<file path="config.mk">
export PLATFORM = sky130hd
export DESIGN_NAME = triangle_set_intersect_union_unit
export DESIGN_NICKNAME = d
export VERILOG_FILES = /design/src/design/tsiu_pkg.sv /design/src/design/tsiu_ram.sv /design/src/design/triangle_set_intersect_union_unit.sv
export SDC_FILE = /design/constraint.sdc
export NUM_CORES = 2
export LEC_CHECK = 0
export BUFFER_PORTS_ARGS = -buffer_cell sky130_fd_sc_hd__buf_2
export CAP_MARGIN = 10
export CELL_PAD_IN_SITES_DETAIL_PLACEMENT = 2
export CELL_PAD_IN_SITES_GLOBAL_PLACEMENT = 2
export CORE_MARGIN = 2
export CORE_UTILIZATION = 48
export DETAILED_ROUTE_END_ITERATION = 7
export GPL_TIMING_DRIVEN = 0
export PLACE_DENSITY_LB_ADDON = 0.2
export SYNTH_ARGS = -nofsm -noshare
export SYNTH_HDL_FRONTEND = slang
export SYNTH_HIERARCHICAL = 1
export SYNTH_SLANG_ARGS = --single-unit
export TNS_END_PERCENT = 5
</file>
<file path="constraint.sdc">
create_clock -name i_clk -period 8.7 [get_ports i_clk]
set_input_delay 0.87 -clock i_clk [delete_from_list [all_inputs] [get_ports i_clk]]
set_output_delay 0.87 -clock i_clk [all_outputs]
set_load 0.005 [all_outputs]
</file>
<file path="src/design/tsiu_pkg.sv">
package tsiu_pkg;

    typedef logic [1:0] t_cmd;

    localparam t_cmd CMD_CLEAR   = 2'd0;
    localparam t_cmd CMD_LOAD_A  = 2'd1;
    localparam t_cmd CMD_LOAD_B  = 2'd2;
    localparam t_cmd CMD_COMPUTE = 2'd3;

    localparam logic REG_OPERATION = 1'b0;
    localparam logic REG_NORMALIZE = 1'b1;

    localparam int VERT_W = 16;

endpackage

</file>
<file path="src/design/tsiu_ram.sv">
module tsiu_ram #(
    parameter int WIDTH = 48,
    parameter int DEPTH = 32
) (
    input  logic                     i_clk,
    input  logic                     i_we,
    input  logic [$clog2(DEPTH)-1:0] i_waddr,
    input  logic [WIDTH-1:0]         i_wdata,
    input  logic [$clog2(DEPTH)-1:0] i_raddr,
    output logic [WIDTH-1:0]         o_rdata
);

    logic [WIDTH-1:0] r_mem [DEPTH];
    logic [WIDTH-1:0] r_rdata;

    always_ff @(posedge i_clk) begin
        if (i_we) begin
            r_mem[i_waddr] <= i_wdata;
        end
        r_rdata <= r_mem[i_raddr];
    end

    assign o_rdata = r_rdata;

endmodule

</file>
<file path="src/design/triangle_set_intersect_union_unit.sv">
// Triangle set intersection / union unit.
// Request channel (i_in_valid / o_in_ready) carries a command and a triangle:
// clear both sets, load into set A, load into set B, or compute.
// Config channel (i_cfg_valid / o_cfg_ready) writes operation (0 intersect,
// 1 union) and normalize_on_load; always ready, write only while idle.
// Result channel (o_out_valid / i_out_ready) returns result triangles of a
// compute, last_item on the final one; an empty result gives one marker.
// Sets are kept sorted on load by insertion into per-set RAMs through one
// shared triangle comparator: a load keeps o_in_ready low while it steps
// through check and compare states, moving one larger entry up per step;
// clear and dropped loads keep it high. Compute is a merge through check and
// compare states; union first emits all of A, then the B entries not in A.
// o_in_ready is low while a load or compute runs.
// When the receiver stalls, the merge waits on the single output register.
// Reset empties both sets, clears the overflow flag, the config and valid flags.
module triangle_set_intersect_union_unit
    import tsiu_pkg::*;
#(
    parameter int SET_CAPACITY = 32,
    parameter int INDEX_BITS   = 16
) (
    input  logic              i_clk,
    input  logic              i_rst_n,
    input  logic              i_cfg_valid,
    output logic              o_cfg_ready,
    input  logic              i_cfg_index,
    input  logic              i_cfg_data,
    input  logic              i_in_valid,
    output logic              o_in_ready,
    input  t_cmd              i_cmd,
    input  logic [VERT_W-1:0] i_vert_first,
    input  logic [VERT_W-1:0] i_vert_second,
    input  logic [VERT_W-1:0] i_vert_third,
    output logic              o_out_valid,
    input  logic              i_out_ready,
    output logic [VERT_W-1:0] o_out_first,
    output logic [VERT_W-1:0] o_out_second,
    output logic [VERT_W-1:0] o_out_third,
    output logic              o_has_triangle,
    output logic              o_last_item,
    output logic              o_overflowed
);

    localparam int IB = INDEX_BITS;
    localparam int DW = 3 * IB;
    localparam int AW = $clog2(SET_CAPACITY);
    localparam int CW = $clog2(SET_CAPACITY + 1);
    localparam logic [CW-1:0] CAP = CW'(SET_CAPACITY);
    localparam logic [VERT_W-1:0] IMASK =
        (IB >= VERT_W) ? {VERT_W{1'b1}} : VERT_W'((1 << IB) - 1);

    localparam logic [2:0] S_IDLE = 3'd0;
    localparam logic [2:0] S_LCHK = 3'd1;
    localparam logic [2:0] S_LCMP = 3'd2;
    localparam logic [2:0] S_MCHK = 3'd3;
    localparam logic [2:0] S_MCMP = 3'd4;
    localparam logic [2:0] S_FIN  = 3'd5;

    logic [2:0]    r_st;
    logic          r_op, r_norm, r_ofl, r_set, r_ph;
    logic [CW-1:0] r_cnt_a, r_cnt_b, r_j, r_ia, r_ib;
    logic [DW-1:0] r_key, r_h;
    logic          r_hv;
    logic          r_ov;
    logic [VERT_W-1:0] r_o1, r_o2, r_o3;
    logic          r_oh, r_ol, r_oo;

    logic [IB-1:0] w_v0, w_v1, w_v2;
    logic [DW-1:0] w_nkey;
    logic [CW-1:0] w_jm1;
    logic          w_load;
    logic [AW-1:0] w_ra_a, w_ra_b;
    logic [DW-1:0] w_rd_a, w_rd_b, w_rd_sel, w_x, w_y, w_wdata;
    logic          w_we_a, w_we_b, w_lt, w_eq;
    logic          w_ofree, w_emit, w_go, w_push;
    logic [DW-1:0] w_etri;

    assign w_v0 = IB'(i_vert_first & IMASK);
    assign w_v1 = IB'(i_vert_second & IMASK);
    assign w_v2 = IB'(i_vert_third & IMASK);

    always_comb begin
        w_nkey = {w_v0, w_v1, w_v2};
        if (r_norm) begin
            if (w_v0 > w_v1) begin
                if (w_v1 > w_v2) w_nkey = {w_v2, w_v0, w_v1};
                else             w_nkey = {w_v1, w_v2, w_v0};
            end else if (w_v0 > w_v2) begin
                w_nkey = {w_v2, w_v0, w_v1};
            end
        end
    end

    assign w_jm1  = r_j - 1'b1;
    assign w_load = (r_st == S_LCHK) || (r_st == S_LCMP);
    assign w_ra_a = w_load ? w_jm1[AW-1:0] : r_ia[AW-1:0];
    assign w_ra_b = w_load ? w_jm1[AW-1:0] : r_ib[AW-1:0];

    assign w_rd_sel = r_set ? w_rd_b : w_rd_a;
    assign w_x = (r_st == S_LCMP) ? r_key : w_rd_a;
    assign w_y = (r_st == S_LCMP) ? w_rd_sel : w_rd_b;
    assign w_lt = w_x < w_y;
    assign w_eq = w_x == w_y;

    assign w_wdata = ((r_st == S_LCMP) && w_lt) ? w_rd_sel : r_key;
    assign w_we_a = !r_set && (((r_st == S_LCHK) && (r_j == '0)) || (r_st == S_LCMP));
    assign w_we_b =  r_set && (((r_st == S_LCHK) && (r_j == '0)) || (r_st == S_LCMP));

    tsiu_ram #(.WIDTH(DW), .DEPTH(SET_CAPACITY)) u_ram_a (
        .i_clk(i_clk), .i_we(w_we_a), .i_waddr(r_j[AW-1:0]), .i_wdata(w_wdata),
        .i_raddr(w_ra_a), .o_rdata(w_rd_a)
    );

    tsiu_ram #(.WIDTH(DW), .DEPTH(SET_CAPACITY)) u_ram_b (
        .i_clk(i_clk), .i_we(w_we_b), .i_waddr(r_j[AW-1:0]), .i_wdata(w_wdata),
        .i_raddr(w_ra_b), .o_rdata(w_rd_b)
    );

    assign w_ofree = !r_ov || i_out_ready;

    always_comb begin
        w_emit = 1'b0;
        w_etri = w_rd_a;
        if (r_ph) begin
            w_emit = 1'b1;
        end else if (r_ia == r_cnt_a) begin
            w_emit = 1'b1;
            w_etri = w_rd_b;
        end else if (w_eq) begin
            w_emit = !r_op;
        end else if (!w_lt) begin
            w_emit = r_op;
            w_etri = w_rd_b;
        end
    end

    assign w_go   = !(w_emit && r_hv && !w_ofree);
    assign w_push = ((r_st == S_MCMP) && w_go && w_emit && r_hv) ||
                    ((r_st == S_FIN) && w_ofree);

    always_ff @(posedge i_clk) begin
        if (!i_rst_n) begin
            r_st    <= S_IDLE;
            r_op    <= 1'b0;
            r_norm  <= 1'b0;
            r_ofl   <= 1'b0;
            r_cnt_a <= '0;
            r_cnt_b <= '0;
            r_hv    <= 1'b0;
            r_ov    <= 1'b0;
        end else begin
            if (i_cfg_valid) begin
                if (i_cfg_index == REG_OPERATION) r_op   <= i_cfg_data;
                else                              r_norm <= i_cfg_data;
            end
            r_ov <= w_push || (r_ov && !i_out_ready);
            if (w_push) begin
                r_oo <= r_ofl;
                if (r_hv) begin
                    r_o1 <= VERT_W'(r_h[DW-1 -: IB]);
                    r_o2 <= VERT_W'(r_h[2*IB-1 -: IB]);
                    r_o3 <= VERT_W'(r_h[IB-1:0]);
                    r_oh <= 1'b1;
                end else begin
                    r_o1 <= '0;
                    r_o2 <= '0;
                    r_o3 <= '0;
                    r_oh <= 1'b0;
                end
                r_ol <= (r_st == S_FIN);
            end
            unique case (r_st)
                S_IDLE: begin
                    if (i_in_valid) begin
                        r_key <= w_nkey;
                        unique case (i_cmd)
                            CMD_CLEAR: begin
                                r_cnt_a <= '0;
                                r_cnt_b <= '0;
                                r_ofl   <= 1'b0;
                            end
                            CMD_LOAD_A, CMD_LOAD_B: begin
                                r_set <= (i_cmd == CMD_LOAD_B);
                                r_j   <= (i_cmd == CMD_LOAD_B) ? r_cnt_b : r_cnt_a;
                                if (((i_cmd == CMD_LOAD_B) ? r_cnt_b : r_cnt_a) >= CAP) begin
                                    r_ofl <= 1'b1;
                                end else begin
                                    r_st <= S_LCHK;
                                end
                            end
                            default: begin
                                r_ia <= '0;
                                r_ib <= '0;
                                r_ph <= r_op;
                                r_st <= S_MCHK;
                            end
                        endcase
                    end
                end
                S_LCHK: begin
                    if (r_j == '0) begin
                        if (r_set) r_cnt_b <= r_cnt_b + 1'b1;
                        else       r_cnt_a <= r_cnt_a + 1'b1;
                        r_st <= S_IDLE;
                    end else begin
                        r_st <= S_LCMP;
                    end
                end
                S_LCMP: begin
                    if (w_lt) begin
                        r_j  <= w_jm1;
                        r_st <= S_LCHK;
                    end else begin
                        if (r_set) r_cnt_b <= r_cnt_b + 1'b1;
                        else       r_cnt_a <= r_cnt_a + 1'b1;
                        r_st <= S_IDLE;
                    end
                end
                S_MCHK: begin
                    if (r_ph) begin
                        if (r_ia == r_cnt_a) begin
                            r_ph <= 1'b0;
                            r_ia <= '0;
                        end else begin
                            r_st <= S_MCMP;
                        end
                    end else if (r_ib == r_cnt_b) begin
                        r_st <= S_FIN;
                    end else if ((r_ia == r_cnt_a) && !r_op) begin
                        r_st <= S_FIN;
                    end else begin
                        r_st <= S_MCMP;
                    end
                end
                S_MCMP: begin
                    if (w_go) begin
                        if (w_emit) begin
                            r_h  <= w_etri;
                            r_hv <= 1'b1;
                        end
                        if (r_ph) begin
                            r_ia <= r_ia + 1'b1;
                        end else if (r_ia == r_cnt_a) begin
                            r_ib <= r_ib + 1'b1;
                        end else if (w_eq) begin
                            r_ia <= r_ia + 1'b1;
                            r_ib <= r_ib + 1'b1;
                        end else if (w_lt) begin
                            r_ia <= r_ia + 1'b1;
                        end else begin
                            r_ib <= r_ib + 1'b1;
                        end
                        r_st <= S_MCHK;
                    end
                end
                S_FIN: begin
                    if (w_ofree) begin
                        r_hv <= 1'b0;
                        r_st <= S_IDLE;
                    end
                end
                default: r_st <= S_IDLE;
            endcase
        end
    end

    assign o_cfg_ready    = 1'b1;
    assign o_in_ready     = (r_st == S_IDLE);
    assign o_out_valid    = r_ov;
    assign o_out_first    = r_o1;
    assign o_out_second   = r_o2;
    assign o_out_third    = r_o3;
    assign o_has_triangle = r_oh;
    assign o_last_item    = r_ol;
    assign o_overflowed   = r_oo;

    a_cnt_bound: assert property (@(posedge i_clk) disable iff (!i_rst_n)
        (r_cnt_a <= CAP) && (r_cnt_b <= CAP))
        else $error("set count beyond capacity");

    a_marker_last: assert property (@(posedge i_clk) disable iff (!i_rst_n)
        (o_out_valid && !o_has_triangle) |-> o_last_item)
        else $error("empty marker without last_item");

    a_load_step: assert property (@(posedge i_clk) disable iff (!i_rst_n)
        (r_st == S_LCMP) |=> ((r_st == S_LCHK) || (r_st == S_IDLE)))
        else $error("insertion step left load sequence");

    a_hold_flush: assert property (@(posedge i_clk) disable iff (!i_rst_n)
        (r_st == S_IDLE) |-> !r_hv)
        else $error("pending result left after compute");

endmodule
</file>
# After elaboration in Yosys (flattened, before gate mapping)
# Memories as Yosys holds them, arrays and structs flattened. A register that Yosys moved wholly into a read port is not among the register bits.
# Cells that the tools add are included.
# classes
n_addsub	5
magnitude_cmp	5
eq_ne	30
muxes	77
bitwise	2
n_reduce_logical	49
# op_table
cell	count
$mux W48	12
$mux W6	26
$pmux W6 S3	3
$eq A48 B48 Y1	1
$gt A16 B16 Y1	3
$lt A48 B48 Y1	1
$add A6 B1 Y6 const B	4
$ne A2 B2 Y1 const B	12
$pmux W6 S2	2
$mux W1	20
$reduce_and A4 Y1	5
$mux W3	6
$pmux W3 S6	1
$eq A6 B6 Y1	2
$logic_and A1 B1 Y1	12
$mux W5	2
$reduce_and A5 Y1	2
$reduce_bool A2 Y1	5
$ne A3 B3 Y1 const B	3
$reduce_and A9 Y1	1
$reduce_and A7 Y1	1
$eq A3 B2 Y1 const B	2
$eq A3 B3 Y1 const B	2
$ge A6 B6 Y1 const B	1
other kinds (22)	39
# totals
regBits	187
mem_bits_rw	3072
output_inout_bits	54
wordCells	191
n_memories	2
# mem_list
memory	depth	word_bits	rd	rd_clocked_by_memory_dff	write_ports	line_no	source
u_ram_a.r_mem	32	48	1	1	1	tsiu_ram.sv:13	logic [WIDTH-1:0] r_mem [DEPTH];
u_ram_b.r_mem	32	48	1	1	1	tsiu_ram.sv:13	

# Longest topological paths before layout
# logic_depth
ltp_word	15
mapped_depth	19

# By module
# The synthesis kept the hierarchy.
# by_module_without_submodules
mod	n_inst	cells_each	area_each_um2
tsiu_ram at u_ram_a	1	3364	60735.8
tsiu_ram at u_ram_b	1	3364	60724.5
triangle_set_intersect_union_unit	1	1234	12919.9

# Worst setup path before layout
# OpenSTA, ideal clock, no wires.
# synth_timing
path_kind	flip-flop to flip-flop
startpoint	register r_st[1]
endpoint	memory u_ram_a.r_mem[0][46] (data pin)
arrival_time_ns	6.120
required_ns	7.998
slack_ns	1.879
path_stages_with_launch	17
path_buffers	5
path_cell_list	dfxtp_1 clkbuf_1 nand2b_1 clkbuf_1 nor3_1 buf_2 buf_1 mux2i_1 ha_1 a21o_1 a21o_1 a21o_1 a221o_1 a21oi_2 nand2_1 clkbuf_1 o21ai_0
# synth_via
elab_chain_len	5
elab_cells_between_ends	6
classes_between	order compare (1); eq/ne (1); mux (3); reduce/logical (1)
# synth_lines
element	line_no	source
start, declared	triangle_set_intersect_union_unit.sv:59	logic [2:0] r_st;
start signal, assigned	triangle_set_intersect_union_unit.sv:143	r_st <= S_IDLE;
start signal, assigned	triangle_set_intersect_union_unit.sv:188	r_st <= S_LCHK;
start signal, assigned	triangle_set_intersect_union_unit.sv:195	r_st <= S_MCHK;
$eq A3 B2 Y1 (*)	triangle_set_intersect_union_unit.sv:100, triangle_set_intersect_union_unit.sv:101, triangle_set_intersect_union_unit.sv:105	
$mux W48 (on tied branches)	triangle_set_intersect_union_unit.sv:100, triangle_set_intersect_union_unit.sv:101	
$lt A48 B48 Y1	triangle_set_intersect_union_unit.sv:102	assign w_lt = w_x < w_y;
$logic_and A1 B1 Y1 (*)	triangle_set_intersect_union_unit.sv:105	assign w_wdata = ((r_st == S_LCMP) && w_lt) ? w_rd_sel : r_key;
$mux W48 (*)	triangle_set_intersect_union_unit.sv:105	
via w_wdata[46]	triangle_set_intersect_union_unit.sv:73	logic [DW-1:0] w_rd_a, w_rd_b, w_rd_sel, w_x, w_y, w_wdata;
end, declared	tsiu_ram.sv:13	
# The timed path passes the listed nets; every way through them passes the cells marked *.

# Worst setup path in the final report
# layout_timing
startpoint	register r_st[1]
endpoint	memory u_ram_a.r_mem[3][12] (data pin)
# The elaborated chain is that of the path after synthesis.

==> run summary <==
outcome -> finished with violations
failing checks -> DRC, capacitance limit, slew limit, setup timing
Seq/Total Area, Yosys -> 74.11%
CP required -> 9.46 ns
clk buf depth -> 4
postcts setup bufs -> 0
CP arrival -> 9.53 ns
routability cong. -> 0.8845
Placeable Area -> 278900 um^2
Final ANT Viol Nets -> 0
PD cells -> 404.2 nW/um^2
crit start category -> flip-flop
Core Util, Final -> 56.16%
Max Cap Viol -> 2
root buffer cell -> clkbuf_16
Synth top cells by count -> 3239 x edfxtp_1, 1637 x mux2i_1, 387 x nand2_1
Worst-Skew Late Latency -> 1.01 ns
Yosys cell types -> 63
min Tclk post-route -> 8.773 ns
overall die height -> 533.1 um
routed length per placed instance -> 49.36 um
#FFs+latches synth -> 3355
Cell Area, Synth -> 134400 um^2
Final HPWL DP -> 361500 um
initial core utilization -> 48.18%
Layout area overhead -> 16.55%
ratio of final minimum period to clock period -> 100.8%
clock-pin slew on the worst setup and hold paths -> 0.06 ns
nets@finish -> 8808
# rows -> 194
global-route wire length before repair -> 795200 um
Syn Inst Count -> 7962
Yosys top cell area share -> 72.38%
final worst slack -> -0.07279 ns
P_int -> 35500 uW
Placed Area -> 145000 um^2
Hold WC Path Type -> input pin to flip-flop
Synth area leaders -> edfxtp_1 72%, mux2i_1 12%, a22oi_1 1.9%
relative slew slack -> -9.018%
layout cell share with drive strength beyond 1 -> 14.92%
Max Fclk -> 0.1140 GHz
asr flop ratio synth -> 0%
DR iter-0 viols -> 15920
final hold vios -> 0
PortBufs -> 108
antenna violations before repair -> 91
crit-path max FO -> 32
Pre-Repair DR Iteration Count -> 8
Worst Path Class, Setup -> flip-flop to flip-flop
GR Overflow Total -> 0
endpoint class of the critical path -> flip-flop
combinational power share -> 42.0%
unrepaired setup endpoints after global routing -> false
worst vdd ir -> 0.1925 mV
H-tree Lvls -> 5
clock skew -> 0.07272 ns
Post-Route WL -> 626100 um
fin area -> 156600 um^2
Max Transition Viols Final -> 10
Most used DFF post-synth -> edfxtp_1
Syn Nets -> 8124
Flop pwr share -> 32.1%
vias per cell -> 7.180
WHS -> 0.2064 ns
clock power share -> 25.9%
Post-Layout Cell Count -> 12680
worst slack, placed -> 0.3797 ns
Slew @ Worst Pin -> 1.629 ns
Placed Cells -> 12010
total track usage -> 40.29%
DRC -> 1
Ports -> 111
Post-synth EDFFs -> 3239
YS warnings -> 6
Static Leak -> 0.05586 uW
Sw Pwr -> 27810 uW
vias in the first global route -> 90980
CTS Buf Count -> 353
most common cell in the synthesized netlist -> edfxtp_1
largest net degree at the start of global routing -> 52
Clock Sinks -> 3355
TritonCTS clock tree -> built
Die Area -> 284200 um^2
Synth area leader -> edfxtp_1
Sw Share -> 43.92%
Die X -> 533.1 um
detailed-route via count -> 91070
setup violators final -> 34
Mapped Avg Cell Area -> 16.88 um^2
-- placed cells by master, fill, tap and decap left out, types with 22 or more instances in the layout --
| cell type | synthesis | routed |
|---|---|---|
| nand3_1 | 311 | 311 |
| clkbuf_16 | 0 | 360 |
| buf_6 | 74 | 76 |
| mux2_2 | 77 | 77 |
| a31oi_1 | 98 | 98 |
| nand2_1 | 387 | 387 |
| o21ai_4 | 0 | 48 |
| buf_16 | 0 | 22 |
| buf_12 | 0 | 193 |
| diode_2 | 0 | 27 |
| buf_2 | 99 | 207 |
| clkinv_1 | 0 | 57 |
| o21ai_0 | 123 | 75 |
| and2_1 | 52 | 52 |
| a22oi_1 | 336 | 336 |
| clkbuf_1 | 158 | 236 |
| a21oi_1 | 342 | 342 |
| buf_4 | 81 | 81 |
| clkinv_2 | 0 | 67 |
| dfxtp_1 | 116 | 116 |
| inv_1 | 61 | 61 |
| mux2i_1 | 1637 | 1637 |
| nand4_1 | 22 | 22 |
| ha_1 | 105 | 105 |
| edfxtp_1 | 3239 | 3239 |
| nor3_1 | 107 | 107 |
| nor2_1 | 124 | 60 |
| nor2_4 | 0 | 64 |
| a22o_1 | 192 | 192 |
| bufinv_16 | 0 | 28 |
-- sequential cells by signal, indices dropped and copies added (netlist names), 3 cells and up --
| name | flops |
|---|---|
| r_j | 6 |
| u_ram_a/r_mem | 1536 |
| r_h | 48 |
| o_out_second | 16 |
| r_ia | 6 |
| r_cnt_a | 6 |
| r_st | 3 |
| u_ram_a/o_rdata | 48 |
| o_out_first | 16 |
| r_key | 48 |
| o_out_third | 16 |
| r_cnt_b | 6 |
| r_ib | 6 |
| u_ram_b/o_rdata | 48 |
| u_ram_b/r_mem | 1536 |
-- power groups by stage --
stage | Combinational (uW) | Clock [uW] | Sequential (uW)
final | 26600 | 16400 | 20300
after global routing | 26300 | 16800 | 20300
after CTS | 24700 | 16000 | 20300
after detailed placement | 23500 | 0 | 20600
after global placement | 20700 | 0 | 21400
after floorplan | 12000 | 0 | 20500
-- worst paths after layout --
| check | startpoint | to | slack, ns | depth (start not counted) |
|---|---|---|---|---|
| min reg2reg | r_ofl | o_overflowed | 0.47 | 0 |
| max | r_st[1] | u_ram_a/r_mem[3][12] | -0.07 | 20 |
| min | i_cfg_data | r_norm | 0.21 | 3 |
| max reg2reg | r_st[1] | u_ram_a/r_mem[3][12] | -0.07 | 20 |
-- stage by stage --
step	power, uW	setup TNS, ns
6_report	63310	-1.062
2_1_floorplan	32560	0
5_1_grt	63370	0
3_5_place_dp	44090	0
4_1_cts	60910	0
3_3_place_gp	42070	-
-- critical path, stage by stage, from the launching register on --
cell	delay (ns)
dfxtp_1	0.30
clkbuf_1	0.33
nand2b_1	0.10
clkbuf_1	0.24
nor3_1	0.84
buf_2	0.49
buf_1	0.82
mux2i_1	0.30
ha_1	0.46
nand4_1	0.17
nor4_2	0.76
nand3_1	0.26
a21oi_2	0.38
nor4_1	0.12
nand2_1	0.62
clkbuf_2	0.60
clkbuf_1	0.63
nand2_1	0.24
o21ai_4	0.26
buf_12	0.27
buf_12	0.23
-- layout make-up --
class | instances | area (um^2)
Clock inverter | 186 | 1843
Timing Repair Buffer | 329 | 5092
Clock buffer | 456 | 9539
Sequential cell | 3355 | 99590
Tap cell | 3724 | 4659
Multi-Input combinational cell | 4102 | 32810
Fill cell | 23560 | 122300
Inverter | 61 | 229.0
Buffer | 444 | 2786
Antenna cell | 27 | 67.56
-- layer usage --
layer / GRT usage [%] / routed length (um)
met1: 52.15 / 222700
met2: 63.58 / 286600
met3: 9.150 / 71470
met4: 21.32 / 44880
met5: 0 / 481
-- logic make-up (layout without fill, tap and decap cells) --
family / after synthesis / after routing / share of synthesized area (%)
flops: 3355 / 3355 / 74.11
mux: 1734 / 1734 / 13.06
compound gates: 1149 / 1149 / 5.663
simple gates: 1083 / 1083 / 3.749
buf+inv: 505 / 1476 / 2.243
fa+ha+maj: 105 / 105 / 0.9776
xor+xnor: 30 / 30 / 0.1955
other cells: 1 / 28 / 0.002791
-- timing repair --
action                                  in CTS  in global routing
resized for setup                            0                  3
endpoints found under the hold margin        0                  0
hold buffers                                 0                  0
endpoints found under the setup margin       0               1101
Note: power is estimated with default switching activity, not from simulation.
